$ cat src/rtl/core/olm_pkg.sv
// Package for the outstanding request latency model.
// Field widths, configuration indexes, reset values, default parameters and sequencer states.
package olm_pkg;

  localparam int unsigned MAX_OUTSTANDING_DEF = 16;
  localparam int unsigned TIME_BITS_DEF       = 48;

  localparam int unsigned TAG_W      = 8;
  localparam int unsigned PAYLOAD_W  = 13;
  localparam int unsigned OVERHEAD_W = 8;
  localparam int unsigned RATE_W     = 12;
  localparam int unsigned DELAY_W    = 16;
  localparam int unsigned LIMIT_W    = 5;
  localparam int unsigned CFG_IDX_W  = 3;
  localparam int unsigned CFG_DATA_W = 16;

  // bytes * 2048 + rate / 2 fits in 25 bits
  localparam int unsigned BYTES_W    = 14;
  localparam int unsigned DVD_W      = 25;
  localparam int unsigned DIV_CNT_W  = 5;

  localparam logic [CFG_IDX_W-1:0] CFG_PAYLOAD  = 3'd0;
  localparam logic [CFG_IDX_W-1:0] CFG_OVERHEAD = 3'd1;
  localparam logic [CFG_IDX_W-1:0] CFG_RATE     = 3'd2;
  localparam logic [CFG_IDX_W-1:0] CFG_FIXED    = 3'd3;
  localparam logic [CFG_IDX_W-1:0] CFG_ENDPOINT = 3'd4;
  localparam logic [CFG_IDX_W-1:0] CFG_GAP      = 3'd5;
  localparam logic [CFG_IDX_W-1:0] CFG_LIMIT    = 3'd6;

  localparam logic [PAYLOAD_W-1:0]  RST_PAYLOAD  = 13'd256;
  localparam logic [OVERHEAD_W-1:0] RST_OVERHEAD = 8'd24;
  localparam logic [RATE_W-1:0]     RST_RATE     = 12'd128;
  localparam logic [DELAY_W-1:0]    RST_FIXED    = 16'd1120;
  localparam logic [DELAY_W-1:0]    RST_ENDPOINT = 16'd1920;
  localparam logic [DELAY_W-1:0]    RST_GAP      = 16'd320;
  localparam logic [LIMIT_W-1:0]    RST_LIMIT    = 5'd8;

  typedef enum logic [2:0] {
    ST_IDLE,
    ST_RET_ISSUE,
    ST_RET_ADMIT,
    ST_LINK,
    ST_LINK_DONE,
    ST_FINISH
  } olm_state_e;

endpackage

$ cat src/rtl/core/olm_wire_div.sv
// Serialization time unit: restoring divider, one quotient bit per cycle.
// Computes round((payload + overhead) * 2048 / rate). Depends on olm_pkg.
module olm_wire_div import olm_pkg::*; #(
  parameter int unsigned TIME_BITS = TIME_BITS_DEF
) (
  input  logic                  clk_i,
  input  logic                  rst_ni,
  input  logic                  start_i,
  input  logic [PAYLOAD_W-1:0]  payload_i,
  input  logic [OVERHEAD_W-1:0] overhead_i,
  input  logic [RATE_W-1:0]     rate_i,
  output logic [TIME_BITS-1:0]  wire_o,
  output logic                  ready_o
);

  logic                 need_q, need_d;
  logic                 busy_q, busy_d;
  logic [DIV_CNT_W-1:0] cnt_q, cnt_d;
  logic [DVD_W-1:0]     shreg_q, shreg_d;
  logic [RATE_W-1:0]    rem_q, rem_d;

  logic [BYTES_W-1:0]   bytes;
  logic [RATE_W:0]      rem_sh;
  logic                 ge;

  always_comb begin
    bytes  = BYTES_W'(payload_i) + BYTES_W'(overhead_i);
    rem_sh = {rem_q, shreg_q[DVD_W-1]};
    ge     = rem_sh >= {1'b0, rate_i};

    need_d  = need_q | start_i;
    busy_d  = busy_q;
    cnt_d   = cnt_q;
    shreg_d = shreg_q;
    rem_d   = rem_q;

    if (busy_q) begin
      shreg_d = {shreg_q[DVD_W-2:0], ge};
      rem_d   = ge ? RATE_W'(rem_sh - {1'b0, rate_i}) : RATE_W'(rem_sh);
      cnt_d   = cnt_q - 1'b1;
      if (cnt_q == DIV_CNT_W'(1)) begin
        busy_d = 1'b0;
      end
    end else if (need_q) begin
      need_d  = start_i;
      busy_d  = 1'b1;
      cnt_d   = DIV_CNT_W'(DVD_W);
      shreg_d = DVD_W'({bytes, 11'b0}) + DVD_W'(rate_i[RATE_W-1:1]);
      rem_d   = '0;
    end
  end

  always_ff @(posedge clk_i or negedge rst_ni) begin
    if (!rst_ni) begin
      need_q <= 1'b1;
      busy_q <= 1'b0;
      cnt_q  <= '0;
    end else begin
      need_q <= need_d;
      busy_q <= busy_d;
      cnt_q  <= cnt_d;
    end
  end

  always_ff @(posedge clk_i) begin
    shreg_q <= shreg_d;
    rem_q   <= rem_d;
  end

  assign ready_o = !need_q && !busy_q;
  assign wire_o  = (rate_i == '0) ? '1 : TIME_BITS'(shreg_q);

endmodule

$ cat config.mk
export PLATFORM = sky130hd
export DESIGN_NAME = olm_wire_div
export DESIGN_NICKNAME = d
export VERILOG_FILES = /design/src/rtl/core/olm_pkg.sv /design/src/rtl/core/olm_wire_div.sv
export SDC_FILE = /design/constraint.sdc
export NUM_CORES = 1
export LEC_CHECK = 0
export BUFFER_PORTS_ARGS = -buffer_cell sky130_fd_sc_hd__buf_2
export CAP_MARGIN = 25
export CORE_MARGIN = 5
export CORE_UTILIZATION = 29
export CTS_BUF_LIST = sky130_fd_sc_hd__clkbuf_8 sky130_fd_sc_hd__clkbuf_16
export DETAILED_ROUTE_END_ITERATION = 6
export PLACE_DENSITY_LB_ADDON = 0.15
export SYNTH_ARGS = -nofsm -noshare
export SYNTH_HDL_FRONTEND = slang
export SYNTH_SLANG_ARGS = --single-unit
$ cat constraint.sdc
create_clock -name clk_i -period 3 [get_ports clk_i]
set_clock_uncertainty 0.2 [all_clocks]
set_input_delay 0.6 -clock clk_i [delete_from_list [all_inputs] [get_ports clk_i]]
set_output_delay 0.6 -clock clk_i [all_outputs]
set_load 0.02 [all_outputs]
==> flow_metrics.py <==
metrics = {
    "synthesis": {
        "ys_warn_count": 0,
        "syn_area_per_cell_sq_um": 9.38,
        "synth-seq-cells": 44,
        "async_reset_ff_frac": 0.159,
        "synthCells": 348,
        "synth_flop_cell": "edfxtp_1",
        "yosysSeqAreaShare": 0.395,
        "synth_nets": 408,
        "syn_area_sq_mm": 0.00326,
        "synth_cell_type_count": 53,
        "synth-edff-count": 37,
    },
    "cells_and_area": {
        "layout.cells.non_filler": 563,
        "antennaDiodeCount": 0,
        "syn_to_final_growth_pct": 20.0,
        "fin_nets": 482,
        "stdcell_area_sq_mm": 0.00392,
        "utilization": 0.358,
        "drive_above_1_share": 0.279,
        "fillers": 1150,
    },
    "route": {
        "viasPerCell": 4.63,
        "routed_wl_mm": 8.22,
        "drc_errors": 0,
        "ant_nets": 0,
        "drt_iter0_drc": 135,
        "vias": 2605,
        "drt-pass1-iter-count": 4,
        "wl_per_cell_um": 14.6,
    },
    "setup_path": {
        "cp.buffers_inverters": 2,
        "r2r_slack_ns": 0.27,
        "critPathTopFamily": "compound AO/OA/AOI/OAI gates",
        "worst_r2r_endpoint": "rem_q[10]",
        "crit_path_max_fanout": 3,
        "rr_worst_depth": 10,
        "path_class": "input pin to flop",
        "cp-end-kind": "flop",
        "cp_slowest_cell": "fa_1",
        "worst_path_largest_cell_delay_ns": 0.41,
        "cp.required_ns": 2.82,
        "r2r_start": "shreg_q[24]",
        "crit_start": "payload_i[0]",
        "cpMostUsedCell": "nor2_1",
        "worstPathArrival_ns": 2.56,
        "startpoint_type": "input pin",
        "crit_chain": "buf_2 -> ha_1 -> fa_1 -> a21o_1 -> a211oi_1 -> nor2_1 -> o41ai_2 -> buf_4 -> nor2_1 -> xnor2_1 -> o21ai_0",
    },
    "run": {
        "maxCapViolCount": 0,
    },
    "power": {
        "ir_worst_vdd_mv": 0.415,
        "switching_share": 0.396,
        "p_leak_nw": 1.89,
        "power.total_mw": 3.92,
        "power_density_mw_per_mm2": 1000,
        "switchingPower_mw": 1.55,
        "power.internal_mw": 2.37,
        "comb_power_share": 0.538,
        "pwr-share-seq": 0.329,
        "clock_power_share": 0.133,
    },
    "timing": {
        "setup_viol": 0,
        "fmax_ghz": 0.365,
        "finalHoldViolCount": 0,
        "fin_crit_ns": 2.74,
        "tns_ns": 0,
        "finalMaxSlewViolations": 0,
        "period_share": 0.914,
        "grt_setup_unrepaired": "no",
        "tightestPinTransition_ns": 0.521,
        "slew_headroom": 0.652,
    },
    "global_routing": {
        "grt_pass1_vias": 2675,
        "antenna_found_initial": 0,
        "grt_max_degree": 38,
        "grtUsageTotal": 0.124,
        "overflow": 0,
        "grt_first_pass_wirelength_mm": 13.2,
    },
    "place": {
        "place_area_sq_mm": 0.00377,
        "place_inst": 554,
        "dp_hpwl_mm": 6.40,
        "routabilityCongestion": 0.820,
        "portBuffers": 84,
    },
    "cts": {
        "clk_path_buf_depth": 2,
        "post_cts_resized": 0,
        "clk_latency_ns": 0.28,
        "ctsRootBufferMaster": "clkbuf_16",
        "cts_buffers": 5,
        "cts_tree": "done",
        "clkTransAtPathRegs_ns": 0.06,
        "htreeDepth": 2,
        "cts.sinks": 44,
    },
    "outcome": {
        "outcome": "completed",
    },
    "hold_path": {
        "min_path_cells": 2,
        "holdCritStartpoint": "start_i",
        "worstHoldEndpoint": "need_q",
        "hold_path.class": "input pin to flop",
    },
    "die": {
        "die-area_sq_mm": 0.0135,
        "fp.dieH_um": 116,
        "core_area_sq_mm": 0.0109,
        "die_w_um": 116,
        "initial_core_util": 0.298,
        "io_pins": 85,
        "rows": 38,
    },
}
## worst max path at each step
stage	endpoint	slack, ns	cells after the start
finish	shreg_q[23]	0.26	11
global route	shreg_q[23]	0.02	11
CTS	wire_o[47]	0.23	5
detailed placement	shreg_q[23]	-0.05	11
global placement	shreg_q[23]	-0.008	11
floorplan	wire_o[26]	0.16	5
## routing by layer
metal	share of wire	vias to the layer above	GRT usage
li1	-	1343	-
met1	0.47	1215	0.166
met2	0.49	45	0.209
met3	0.034	2	0.0235
met4	0.0066	0	0.0255
met5	0	-	0
## cells in the final DEF, fill, tap and decap left out, types with 2 or more instances in the layout
cell type | netlist | layout
o31a_1 | 2 | 2
nor2b_1 | 8 | 8
a21o_1 | 6 | 6
a31oi_1 | 3 | 3
o211a_1 | 2 | 2
clkbuf_16 | 0 | 5
nor3_1 | 9 | 9
mux2i_1 | 3 | 3
nor2_1 | 9 | 9
a2111oi_0 | 2 | 2
a21boi_1 | 3 | 3
nand3_1 | 7 | 7
inv_1 | 25 | 27
dfrtp_1 | 6 | 5
nor4_1 | 3 | 3
buf_4 | 22 | 16
xor2_1 | 6 | 6
fa_1 | 2 | 2
o22ai_1 | 2 | 2
buf_2 | 2 | 84
o21ai_0 | 29 | 29
nand2b_1 | 27 | 27
ha_1 | 22 | 22
o21a_1 | 2 | 2
a21oi_1 | 16 | 16
mux2_2 | 2 | 2
o21ai_1 | 5 | 5
edfxtp_1 | 37 | 37
nand2_1 | 39 | 39
xnor2_1 | 15 | 15
## flip-flops by register name, indices dropped and copies added (netlist names)
register  flops
cnt_q         5
busy_q        1
need_q        1
shreg_q      25
rem_q        12
## layout make-up
| cell class | instances | area [sq um] | share of cell area |
|---|---|---|---|
| clock buffer | 5 | 125 | 0.0320 |
| tap | 140 | 175 | 0.0447 |
| sequential | 44 | 1290 | 0.329 |
| clock inverter | 3 | 12.5 | 0.00320 |
| inverter | 25 | 93.8 | 0.0240 |
| multi-input combinational | 245 | 1670 | 0.426 |
| timing repair buffer | 101 | 551 | 0.141 |
## power groups by stage
stage | Combinational [mW] | Clock (mW) | Sequential [mW]
after global routing | 2.38 | 0.573 | 1.33
after CTS | 2.14 | 0.544 | 1.29
after global placement | 2.11 | 0 | 1.30
final | 2.11 | 0.521 | 1.29
after detailed placement | 2.12 | 0 | 1.30
after floorplan | 1.56 | 0 | 1.22
## cell families (layout without fill, tap and decap cells)
family	after synthesis	count (layout)	synth area share
xor gates and xnor gates	21	21	0.0564
muxes	6	6	0.0207
AOI/OAI and AO/OA	85	85	0.169
buffers and inverters	59	134	0.0939
DFF	44	44	0.395
adders and majority gates	24	24	0.0966
and+or+nand+nor	109	109	0.169
## cells in the mapped netlist, types with 7 or more instances
| library cell | number | area share |
|---|---|---|
| nand3_1 | 7 | 0.011 |
| nand2_1 | 39 | 0.045 |
| nor2b_1 | 8 | 0.015 |
| xnor2_1 | 15 | 0.040 |
| nand2b_1 | 27 | 0.052 |
| a21oi_1 | 16 | 0.025 |
| nor3_1 | 9 | 0.014 |
| nor2_1 | 9 | 0.010 |
| inv_1 | 25 | 0.029 |
| edfxtp_1 | 37 | 0.34 |
| buf_4 | 22 | 0.051 |
| clkbuf_1 | 8 | 0.0092 |
| o21ai_0 | 29 | 0.044 |
| ha_1 | 22 | 0.084 |
## worst register-to-register path, cell delays in order, from the launching register on
cell      delay (ns)
edfxtp_1        0.42
inv_1           0.16
ha_1            0.21
fa_1            0.22
nor2b_1         0.07
o31a_1          0.26
o21ai_1         0.26
a21oi_1         0.12
o31a_1          0.27
o21a_1          0.17
o32ai_1         0.22
## per-stage QoR
| stage | setup slack (ns) | hold slack (ns) |
|---|---|---|
| finish | 0.257 | 0.297 |
| global route | 0.0215 | 0.310 |
| CTS | 0.232 | 0.293 |
| detailed placement | -0.0530 | 0.250 |
| global placement | -0.00847 | 0.247 |
| floorplan | 0.155 | 0.104 |
## what timing repair did
item                                   in CTS  in global routing
hold buffers                                1                  0
endpoints found under the hold margin       6                  0
setup buffers                               0                  0
Power figures use the tool's default switching activity.
